--- src/rtl/hidrb_pkg.sv ---
package hidrb_pkg;

    // Report geometry
    localparam int SLOT_FIELDS   = 6;
    localparam int KEY_SLOTS_DEF = 6;
    localparam int CODE_W        = 8;

    // Modifier usages occupy 0xE0..0xE7: upper five bits fixed, low three pick the bit
    localparam logic [4:0]        MOD_PREFIX = 5'b11100;
    localparam logic [CODE_W-1:0] SENT_RESET = 8'hFF;
    localparam logic [CODE_W-1:0] SLOT_EMPTY = 8'h00;

    typedef enum logic [0:0] {
        KIND_REPORT = 1'b0,
        KIND_WAKE   = 1'b1
    } result_kind_t;

    // Per-word control broadcast to every slot cell
    typedef struct packed {
        logic take_key;    // accepted word carries a pressed non-modifier key
        logic close_scan;  // accepted word ends the scan
        logic commit;      // report goes out, so latch it as sent
    } cell_ctl_t;

endpackage

--- src/rtl/key_matrix_hid_report_builder.sv ---
// Boot-protocol HID report builder for a scanned key matrix.
// Key channel (key_valid / key_stall): one word per matrix position in scan
// order, carrying key_pressed, the mapped key_code and end_of_scan; the host
// flags are looked at only on the end-of-scan word.
// Report channel (report_valid / report_stall): at most one word per scan,
// either a report (modifier_bits and six slots) or a wake-up request.
// Throughput: one key word per clock while key_stall is low, through a row of slot
// cells that fill left to right and pass a difference flag along the row.
// Latency: the result of an end-of-scan word appears on the report port in
// the cycle after that word is accepted, from a single output register.
// When the receiver stalls a pending result, key_stall rises and holds the
// key channel until the result is taken; key words are otherwise taken
// while an earlier result waits.
// Reset clears the scan in progress and sets the last-sent report to all
// 0xFF, so the first finished scan produces a result if the host is suspended or ready, unless it is all 0xFF itself.
module key_matrix_hid_report_builder #(
    parameter int KEY_SLOTS = hidrb_pkg::KEY_SLOTS_DEF
) (
    input  logic                         clk,
    input  logic                         rst_n,
    input  logic                         key_valid,
    output logic                         key_stall,
    input  logic                         key_pressed,
    input  logic [hidrb_pkg::CODE_W-1:0] key_code,
    input  logic                         end_of_scan,
    input  logic                         host_suspended,
    input  logic                         host_ready,
    output logic                         report_valid,
    input  logic                         report_stall,
    output logic                         result_kind,
    output logic [hidrb_pkg::CODE_W-1:0] modifier_bits,
    output logic [hidrb_pkg::CODE_W-1:0] slot_0,
    output logic [hidrb_pkg::CODE_W-1:0] slot_1,
    output logic [hidrb_pkg::CODE_W-1:0] slot_2,
    output logic [hidrb_pkg::CODE_W-1:0] slot_3,
    output logic [hidrb_pkg::CODE_W-1:0] slot_4,
    output logic [hidrb_pkg::CODE_W-1:0] slot_5
);
    import hidrb_pkg::*;

    logic              accept;
    logic              is_mod;
    logic [CODE_W-1:0] mod_set;
    logic [CODE_W-1:0] mod_now;
    logic              changed;
    logic              send_wake;
    logic              send_report;
    cell_ctl_t         ctl;

    logic              filled_chain [SLOT_FIELDS+1];
    logic              diff_chain   [SLOT_FIELDS+1];
    logic [CODE_W-1:0] slot_now     [SLOT_FIELDS];

    logic [CODE_W-1:0] scan_mod_reg;
    logic [CODE_W-1:0] scan_mod_next;
    logic [CODE_W-1:0] sent_mod_reg;
    logic [CODE_W-1:0] sent_mod_next;

    logic              report_valid_reg;
    logic              report_valid_next;
    result_kind_t      kind_reg;
    logic [CODE_W-1:0] mod_out_reg;
    logic [CODE_W-1:0] slot_out_reg [SLOT_FIELDS];

    // Hold the key channel only while a finished result is stalled
    assign key_stall = report_valid_reg && report_stall;
    assign accept    = key_valid && !key_stall;

    // Decode modifier usages
    assign is_mod  = (key_code[CODE_W-1:3] == MOD_PREFIX);
    assign mod_set = (key_pressed && is_mod) ? (CODE_W'(1) << key_code[2:0]) : '0;
    assign mod_now = scan_mod_reg | mod_set;

    // Broadcast per-word control to the cell row
    assign ctl.take_key   = accept && key_pressed && !is_mod;
    assign ctl.close_scan = accept && end_of_scan;
    assign ctl.commit     = send_report;

    // Row of slot cells: fill flag and difference flag ripple left to right
    assign filled_chain[0] = 1'b1;
    assign diff_chain[0]   = (mod_now != sent_mod_reg);

    for (genvar i = 0; i < SLOT_FIELDS; i++)
    begin : g_cell
        hidrb_slot_cell #(
            .FILLABLE (i < KEY_SLOTS)
        ) u_cell (
            .clk         (clk),
            .rst_n       (rst_n),
            .ctl         (ctl),
            .code        (key_code),
            .prev_filled (filled_chain[i]),
            .filled      (filled_chain[i+1]),
            .diff_in     (diff_chain[i]),
            .diff_out    (diff_chain[i+1]),
            .slot_now    (slot_now[i])
        );
    end

    // Decide what the end-of-scan word produces
    assign changed     = diff_chain[SLOT_FIELDS];
    assign send_wake   = ctl.close_scan && changed && host_suspended;
    assign send_report = ctl.close_scan && changed && !host_suspended && host_ready;

    // Advance modifier accumulator and last-sent modifiers
    always_comb
    begin
        scan_mod_next = scan_mod_reg;
        sent_mod_next = sent_mod_reg;
        if (ctl.close_scan)
        begin
            scan_mod_next = '0;
            if (send_report)
            begin
                sent_mod_next = mod_now;
            end
        end
        else if (accept)
        begin
            scan_mod_next = mod_now;
        end
    end

    // Output word is valid until taken, reloaded on a new result
    assign report_valid_next = send_wake || send_report ||
                               (report_valid_reg && report_stall);

    always_ff @(posedge clk or negedge rst_n)
    begin
        if (!rst_n)
        begin
            scan_mod_reg     <= '0;
            sent_mod_reg     <= SENT_RESET;
            report_valid_reg <= 1'b0;
        end
        else
        begin
            scan_mod_reg     <= scan_mod_next;
            sent_mod_reg     <= sent_mod_next;
            report_valid_reg <= report_valid_next;
        end
    end

    // Load the output word payload
    always_ff @(posedge clk)
    begin
        if (send_wake)
        begin
            kind_reg    <= KIND_WAKE;
            mod_out_reg <= '0;
            for (int k = 0; k < SLOT_FIELDS; k++)
            begin
                slot_out_reg[k] <= SLOT_EMPTY;
            end
        end
        else if (send_report)
        begin
            kind_reg    <= KIND_REPORT;
            mod_out_reg <= mod_now;
            for (int k = 0; k < SLOT_FIELDS; k++)
            begin
                slot_out_reg[k] <= slot_now[k];
            end
        end
    end

    assign report_valid  = report_valid_reg;
    assign result_kind   = kind_reg;
    assign modifier_bits = mod_out_reg;
    assign slot_0        = slot_out_reg[0];
    assign slot_1        = slot_out_reg[1];
    assign slot_2        = slot_out_reg[2];
    assign slot_3        = slot_out_reg[3];
    assign slot_4        = slot_out_reg[4];
    assign slot_5        = slot_out_reg[5];

endmodule

--- src/rtl/hidrb_slot_cell.sv ---
module hidrb_slot_cell #(
    parameter bit FILLABLE = 1'b1
) (
    input  logic                        clk,
    input  logic                        rst_n,
    input  hidrb_pkg::cell_ctl_t        ctl,
    input  logic [hidrb_pkg::CODE_W-1:0] code,
    input  logic                        prev_filled,
    output logic                        filled,
    input  logic                        diff_in,
    output logic                        diff_out,
    output logic [hidrb_pkg::CODE_W-1:0] slot_now
);
    import hidrb_pkg::*;

    logic              filled_reg;
    logic              filled_next;
    logic [CODE_W-1:0] scan_reg;
    logic [CODE_W-1:0] scan_next;
    logic [CODE_W-1:0] sent_reg;
    logic [CODE_W-1:0] sent_next;
    logic              take_here;

    // This cell is the next free slot when its left neighbor already holds a key
    assign take_here = FILLABLE && ctl.take_key && prev_filled && !filled_reg;

    // Slot contents including the word being accepted now
    assign slot_now = take_here ? code : scan_reg;

    // Hand the fill state and the running difference to the right neighbor
    assign filled   = filled_reg;
    assign diff_out = diff_in || (slot_now != sent_reg);

    always_comb
    begin
        filled_next = filled_reg;
        scan_next   = scan_reg;
        sent_next   = sent_reg;
        if (ctl.close_scan)
        begin
            filled_next = 1'b0;
            scan_next   = SLOT_EMPTY;
            if (ctl.commit)
            begin
                sent_next = slot_now;
            end
        end
        else if (take_here)
        begin
            filled_next = 1'b1;
            scan_next   = code;
        end
    end

    always_ff @(posedge clk or negedge rst_n)
    begin
        if (!rst_n)
        begin
            filled_reg <= 1'b0;
            scan_reg   <= SLOT_EMPTY;
            sent_reg   <= SENT_RESET;
        end
        else
        begin
            filled_reg <= filled_next;
            scan_reg   <= scan_next;
            sent_reg   <= sent_next;
        end
    end

endmodule
--- config.mk ---
export PLATFORM = sky130hd
export DESIGN_NAME = key_matrix_hid_report_builder
export DESIGN_NICKNAME = d
export VERILOG_FILES = /design/src/rtl/hidrb_pkg.sv /design/src/rtl/key_matrix_hid_report_builder.sv /design/src/rtl/hidrb_slot_cell.sv
export SDC_FILE = /design/constraint.sdc
export NUM_CORES = 1
export LEC_CHECK = 0
export BUFFER_PORTS_ARGS = -buffer_cell sky130_fd_sc_hd__buf_2
export CORE_UTILIZATION = 35
export CTS_BUF_LIST = sky130_fd_sc_hd__clkbuf_16
export CTS_CLUSTER_SIZE = 28
export DETAILED_ROUTE_END_ITERATION = 6
export SETUP_SLACK_MARGIN = 0.4
export SLEW_MARGIN = 10
export SYNTH_ARGS = -nofsm -noshare
export SYNTH_HDL_FRONTEND = slang
export SYNTH_SLANG_ARGS = --single-unit
--- constraint.sdc ---
create_clock -name clk -period 6.11 [get_ports clk]
set_input_delay 0.611 -clock clk [delete_from_list [all_inputs] [get_ports clk]]
set_output_delay 0.611 -clock clk [all_outputs]
set_load 0.1 [all_outputs]
Yosys cells after proc, flatten, opt, wreduce, memory -nomap -nowiden
Memory sizes are Yosys's and may differ from the RTL's.
Index checks and enable logic that the tools add are counted.

storage, ports and cells
  input bits = 16
  RAM bits = 48
  register bits after elaboration = 128
  memories kept = 1

memories
  name          depth  width  read ports  clocked after memory_dff  write ports  RTL line                             source
  slot_out_reg  6      8      6           0                         6            key_matrix_hid_report_builder.sv:63  logic [CODE_W-1:0] slot_out_reg [SLOT_FIELDS];

cells by class
  eq/ne operators = 8
  reduce and logical (&&, ||, !) cells = 46
  mux-type cells = 38
  shift operators = 1
  bitwise operators = 7

operators by type and width
  cell                                              number
  two-way mux 8 bit                                 21
  inequality test 8 bit                             7
  logical AND 1 bit                                 21
  two-way mux 1 bit                                 17
  nonzero test 2 bit                                7
  logical NOT 1 bit                                 9
  logical OR 1 bit                                  8
  bitwise OR 8 bit                                  1
  << shifter 1 x 3 -> 8 bit (first input constant)  1
  bitwise OR 1 bit                                  6
  == test 5 bit (second input constant)             1
  AND reduction 2 bit                               1

Depth between registers and ports, before layout
  depth in word-level cells = 21
  depth in mapped cells = 13
  gate-level depth less buffers = 8

Cells and area by module
A second synthesis with hierarchy kept.

second synthesis, totals
  cell total of the unflattened synthesis = 768
  area total of the unflattened synthesis = 8,509.4 um2

modules (own cells, without submodules)
  module                         cells each  times used  area each (um2)
  hidrb_slot_cell                87          6           895.9
  key_matrix_hid_report_builder  246         1           3,134.3

Worst setup path after synthesis
Ideal clock, no wire load.

  kind = flip-flop to flip-flop
  from = register report_valid_reg (netlist: report_valid)
  to = memory slot_out_reg[0][0], enable pin
  data arrival time = 5.362 ns
  path slack = 0.249 ns
  required time = 5.611 ns
  stages on the path, launching flop included = 9
  clock period less this slack = 5.861 ns
  cells stage by stage = dfrtp_1 -> a21boi_2 -> clkbuf_1 -> nand3_1 -> o21ai_0 -> xnor2_1 -> nand4_1 -> nor4_1 -> a31oi_1

RTL lines
  what                      RTL line                              source
  start: declaration        key_matrix_hid_report_builder.sv:59   logic report_valid_reg;
  start signal: assignment  key_matrix_hid_report_builder.sv:140  report_valid_reg <= report_valid_next;
  end: declaration          key_matrix_hid_report_builder.sv:63

==> results list <==
- Standard cell core area: roughly 25000 sq um
* Number of global-route vias before repair: just under 7000
- By instance count, the leading cell after synthesis is sky130_fd_sc_hd__nor2_1.
- The detail route stage leaves a number of antenna-violating nets equal to 0.
- Number of failing hold endpoints at the final stage: 0
- In this run the most used layer during global routing was met1.
- Tightest Hold Check Type: in -> async
* Horizontal extent of the die: about 160 um
- The first routing iteration left 742 violations.
- Post-synth design cell area: 8890 sq um
- In the post-route analysis, the smallest setup slack over all paths is about 1.5 ns.
- Reg clk slew, reported paths: ~0.07 ns
- Adding up every negative setup slack in the final design gives 0 ns.
- Sequential-to-total area share from yosys stat: 52.5%
- Number of standard cells after synthesis: 860
- Initial Utilization: between 30 and 40%
- The max-slew violation count came to 0.
- Post-CTS repair changed the size of 0 cells.
- In this run the tightest slew margin relative to its limit is 28.3%.
- Global Route met1 Usage: between 30 and 40%
- After detailed routing, the average wire length per cell comes to 22.4 um.
- The synthesized netlist contains 71 unique library cells.
- Crit. End Element: flip-flop
* Transition time at the pin with the least slew margin: around 1.1 ns
* Overall die height: around 160 um
- The final layout contains ~950 nets.
- Die Outline Area: 26000 sq um
* Pin count of the biggest net entering global routing: 63
- For this design the top-level I/O count stands at between 70 and 80.
- In the finished design, the share of the clock period the worst path needs comes to between 70% and 80%.
- The first detailed-routing pass took 5 iterations.
- Yosys attributes the largest share of cell area to sky130_fd_sc_hd__dfrtp_1 18%, sky130_fd_sc_hd__dfstp_2 17%, sky130_fd_sc_hd__edfxtp_1 16%, sky130_fd_sc_hd__mux2i_1 9.3%, sky130_fd_sc_hd__nor2_1 5.3%.
* CTS root buf: sky130_fd_sc_hd__clkbuf_16
- For the final database, setup skew stands at around 0.011 ns.
- The congestion estimate from routability-driven global placement came to between 0.9 and 1.
- After legalization and detailed placement, the total HPWL measured about 20000 um.
* Setup WS pre-CTS: roughly 1.2 ns
- For this design, the sink count on the clock tree is about 180.
- Proportion of layout cells with a drive suffix above 1: between 20% and 30%
- RSZ-0062 raised after global routing: false
- GRT Residual Overflow: 0
- In this run the static leakage power is approximately 4.2 nW.
- DR vias/cell: about 5.6
* Status: finished, final reports clean
- Mean Syn Cell Area: a little over 10 sq um
* CTS Hold Bufs: 0
- Tracing the worst setup path back leads to its startpoint at key_code[6].
* Synth area leader: sky130_fd_sc_hd__dfrtp_1
- In this run the deepest clock path goes through 2 buffers.
* Worst reg2reg endpoint: g_cell[1].u_cell.sent_reg[4]$_DFFE_PN1P_
- The final route contains ~7100 vias.
- WS Path Type: in -> reg
* Net count after synthesis: between 800 and 900
* Wire length of the first global-routing pass: roughly 44000 um
- The worst setup path is launched from an input pin.
- The Yosys step of the flow raised 0 warnings.
* Setup Fix Bufs, Post-CTS: 0
- Of the post-synthesis cell area, the dominant cell type holds 17.7%.
- Setup slack of the most critical reg-to-reg path: 1.96 ns
* Met2 GRT Util: a little under a third
- For the finished layout, the period the worst path requires is 4.56 ns.
- TritonCTS Buffers: 17
- Maximum vdd drop: 182 uV
* Finish-stage setup viols: 0
* Final routed wirelength across all metal layers: approximately 28000 um
- The area growth from synthesis to layout is 15.2%.
- Num rows: 57
- Clock latency reported for the late side of the worst-skew pair: 0.44 ns
- The startpoint identified for the worst register-to-register timing path is g_cell[0].u_cell.filled$_DFFE_PN0P_.
- Buffers placed on the I/O ports in this run total 74.
* Routing usage on met3: roughly 4.4%
- The synthesized design contains 48 enable-type register cells.
- Antenna cells: 0
* Async S/R FF share, synth: slightly below 70%
- Most frequent cells after synthesis: 126 x sky130_fd_sc_hd__nor2_1, 83 x sky130_fd_sc_hd__mux2i_1, 74 x sky130_fd_sc_hd__inv_1
- Along the worst path, the maximum fanout reaches 35.
- Crit path DAT: ~4.7 ns
- Antenna violations before repair: 0
- For this run, the top clock speed supported by timing is around 220 MHz.
- After detailed routing, the number of remaining DRC violations is 0.
* Worst reg-to-reg path cell count: 10
- H-Tree Level Count: 4
- At the worst endpoint, the required time is ~6.3 ns.
- Number of storage elements in the synthesis netlist: about 180
- Max-Cap Viols: 0
- Clock tree from TritonCTS: done
* Predominant post-synthesis flop cell: sky130_fd_sc_hd__dfrtp_1
- For this design the ratio of total power to cell area is around 330 nW/um^2.
* GRT Total Usage: between 20 and 25%
## final cells by class
class / count / area (sq um)
Clock buffer: 17 / 425
Clock inverter: 15 / 97.6
Fill cell: 2490 / 14400
Inverter: 75 / 282
Multi-Input combinational cell: 560 / 3740
Sequential cell: 176 / 4670
Tap cell: 324 / 405
Timing Repair Buffer: 101 / 613
## worst max-delay path, stage by stage
cell and delay (ns):
sky130_fd_sc_hd__buf_2 0.36, sky130_fd_sc_hd__nand4bb_1 0.53, sky130_fd_sc_hd__o2111ai_1 1.02, sky130_fd_sc_hd__mux2i_1 0.46
sky130_fd_sc_hd__xnor2_1 0.19, sky130_fd_sc_hd__or4_1 0.48, sky130_fd_sc_hd__nor4_4 0.43, sky130_fd_sc_hd__buf_4 0.20
sky130_fd_sc_hd__a31oi_4 0.07, sky130_fd_sc_hd__buf_4 0.29
## per-layer routing
layer | wire length (um) | vias up
met3 | 2080 | 65
met4 | 1290 | 0
met1 | 13100 | 3476
met5 | 0 | -
met2 | 11900 | 317
li1 | - | 3192
## placed cells by master, fill, tap and decap left out, types with 3 or more instances in the layout
master / netlist / routed
sky130_fd_sc_hd__inv_1: 74 / 77
sky130_fd_sc_hd__nand4_1: 11 / 11
sky130_fd_sc_hd__dfrtp_1: 63 / 63
sky130_fd_sc_hd__clkbuf_16: 0 / 17
sky130_fd_sc_hd__nor3_1: 16 / 16
sky130_fd_sc_hd__nand4bb_1: 3 / 3
sky130_fd_sc_hd__o211ai_1: 3 / 3
sky130_fd_sc_hd__clkinvlp_4: 0 / 3
sky130_fd_sc_hd__o2111ai_1: 9 / 9
sky130_fd_sc_hd__a211oi_1: 6 / 6
sky130_fd_sc_hd__a41oi_1: 4 / 4
sky130_fd_sc_hd__nor4b_1: 4 / 4
sky130_fd_sc_hd__a22oi_1: 12 / 12
sky130_fd_sc_hd__nand2_1: 27 / 27
sky130_fd_sc_hd__xor2_1: 16 / 16
sky130_fd_sc_hd__a21oi_1: 39 / 39
sky130_fd_sc_hd__buf_4: 1 / 25
sky130_fd_sc_hd__a2111oi_0: 4 / 4
sky130_fd_sc_hd__edfxtp_1: 48 / 48
sky130_fd_sc_hd__o21ai_0: 21 / 21
sky130_fd_sc_hd__nand3b_1: 5 / 5
sky130_fd_sc_hd__clkinv_1: 1 / 3
sky130_fd_sc_hd__nor2_1: 126 / 126
sky130_fd_sc_hd__o221ai_1: 4 / 4
sky130_fd_sc_hd__buf_12: 0 / 3
sky130_fd_sc_hd__mux2i_1: 83 / 83
sky130_fd_sc_hd__xnor2_1: 20 / 20
sky130_fd_sc_hd__o32ai_1: 4 / 4
sky130_fd_sc_hd__nand2b_1: 12 / 12
sky130_fd_sc_hd__or4_1: 3 / 3
sky130_fd_sc_hd__nor3b_1: 6 / 6
sky130_fd_sc_hd__dfstp_2: 56 / 56
sky130_fd_sc_hd__a221oi_1: 6 / 6
sky130_fd_sc_hd__nor4_1: 7 / 7
sky130_fd_sc_hd__a31oi_1: 8 / 6
sky130_fd_sc_hd__nor2b_1: 30 / 30
sky130_fd_sc_hd__nand3_1: 13 / 13
sky130_fd_sc_hd__o22ai_1: 17 / 17
sky130_fd_sc_hd__dfxtp_1: 9 / 9
sky130_fd_sc_hd__buf_2: 9 / 73
## per-stage QoR
| step | std cells | instance area [sq um] | hold WS, ns | power [mW] | util, % |
|---|---|---|---|---|---|
| 4_1_cts | 1268 | 10200 | 0.255 | 3.37 | 41.6 |
| 5_1_grt | 1268 | 10200 | 0.298 | 3.51 | 41.6 |
| 3_5_place_dp | 1236 | 9710 | 0.464 | 2.36 | 39.5 |
| 6_report | 1268 | 10200 | 0.221 | 3.38 | 41.6 |
| 2_1_floorplan | 860 | 8890 | 0.315 | 2.08 | - |
| 3_3_place_gp | 1236 | 9710 | 0.458 | 2.36 | 39.5 |
## worst max-delay path by stage
stage | to | slack (ns) | cells past startpoint
6_report | slot_out_reg[1][4]$_SDFFCE_PN0P_ | 1.55 | 10
5_1_grt | slot_out_reg[0][0]$_SDFFCE_PN0P_ | 1.31 | 10
4_1_cts | slot_out_reg[1][4]$_SDFFCE_PN0P_ | 1.63 | 10
3_5_place_dp | slot_out_reg[1][4]$_SDFFCE_PN0P_ | 1.19 | 10
3_3_place_gp | slot_out_reg[1][4]$_SDFFCE_PN0P_ | 1.29 | 10
2_1_floorplan | slot_out_reg[0][0]$_SDFFCE_PN0P_ | 1.56 | 9
## cells by family after synthesis
logic type,Yosys count,synth area share (%)
compound gates,162,12.9
xor+xnor,36,3.55
buf+inv,124,5.74
flops,176,52.5
mux,85,9.60
simple gates,277,15.6
## power by group
part	leakage [nW]	internal [mW]	total, mW	switching (mW)
combinational	1.94	0.275	0.837	0.563
clock	0.260	0.517	1.01	0.492
sequential	1.97	1.40	1.53	0.126
No activity file was read; power rests on OpenSTA's default activity.
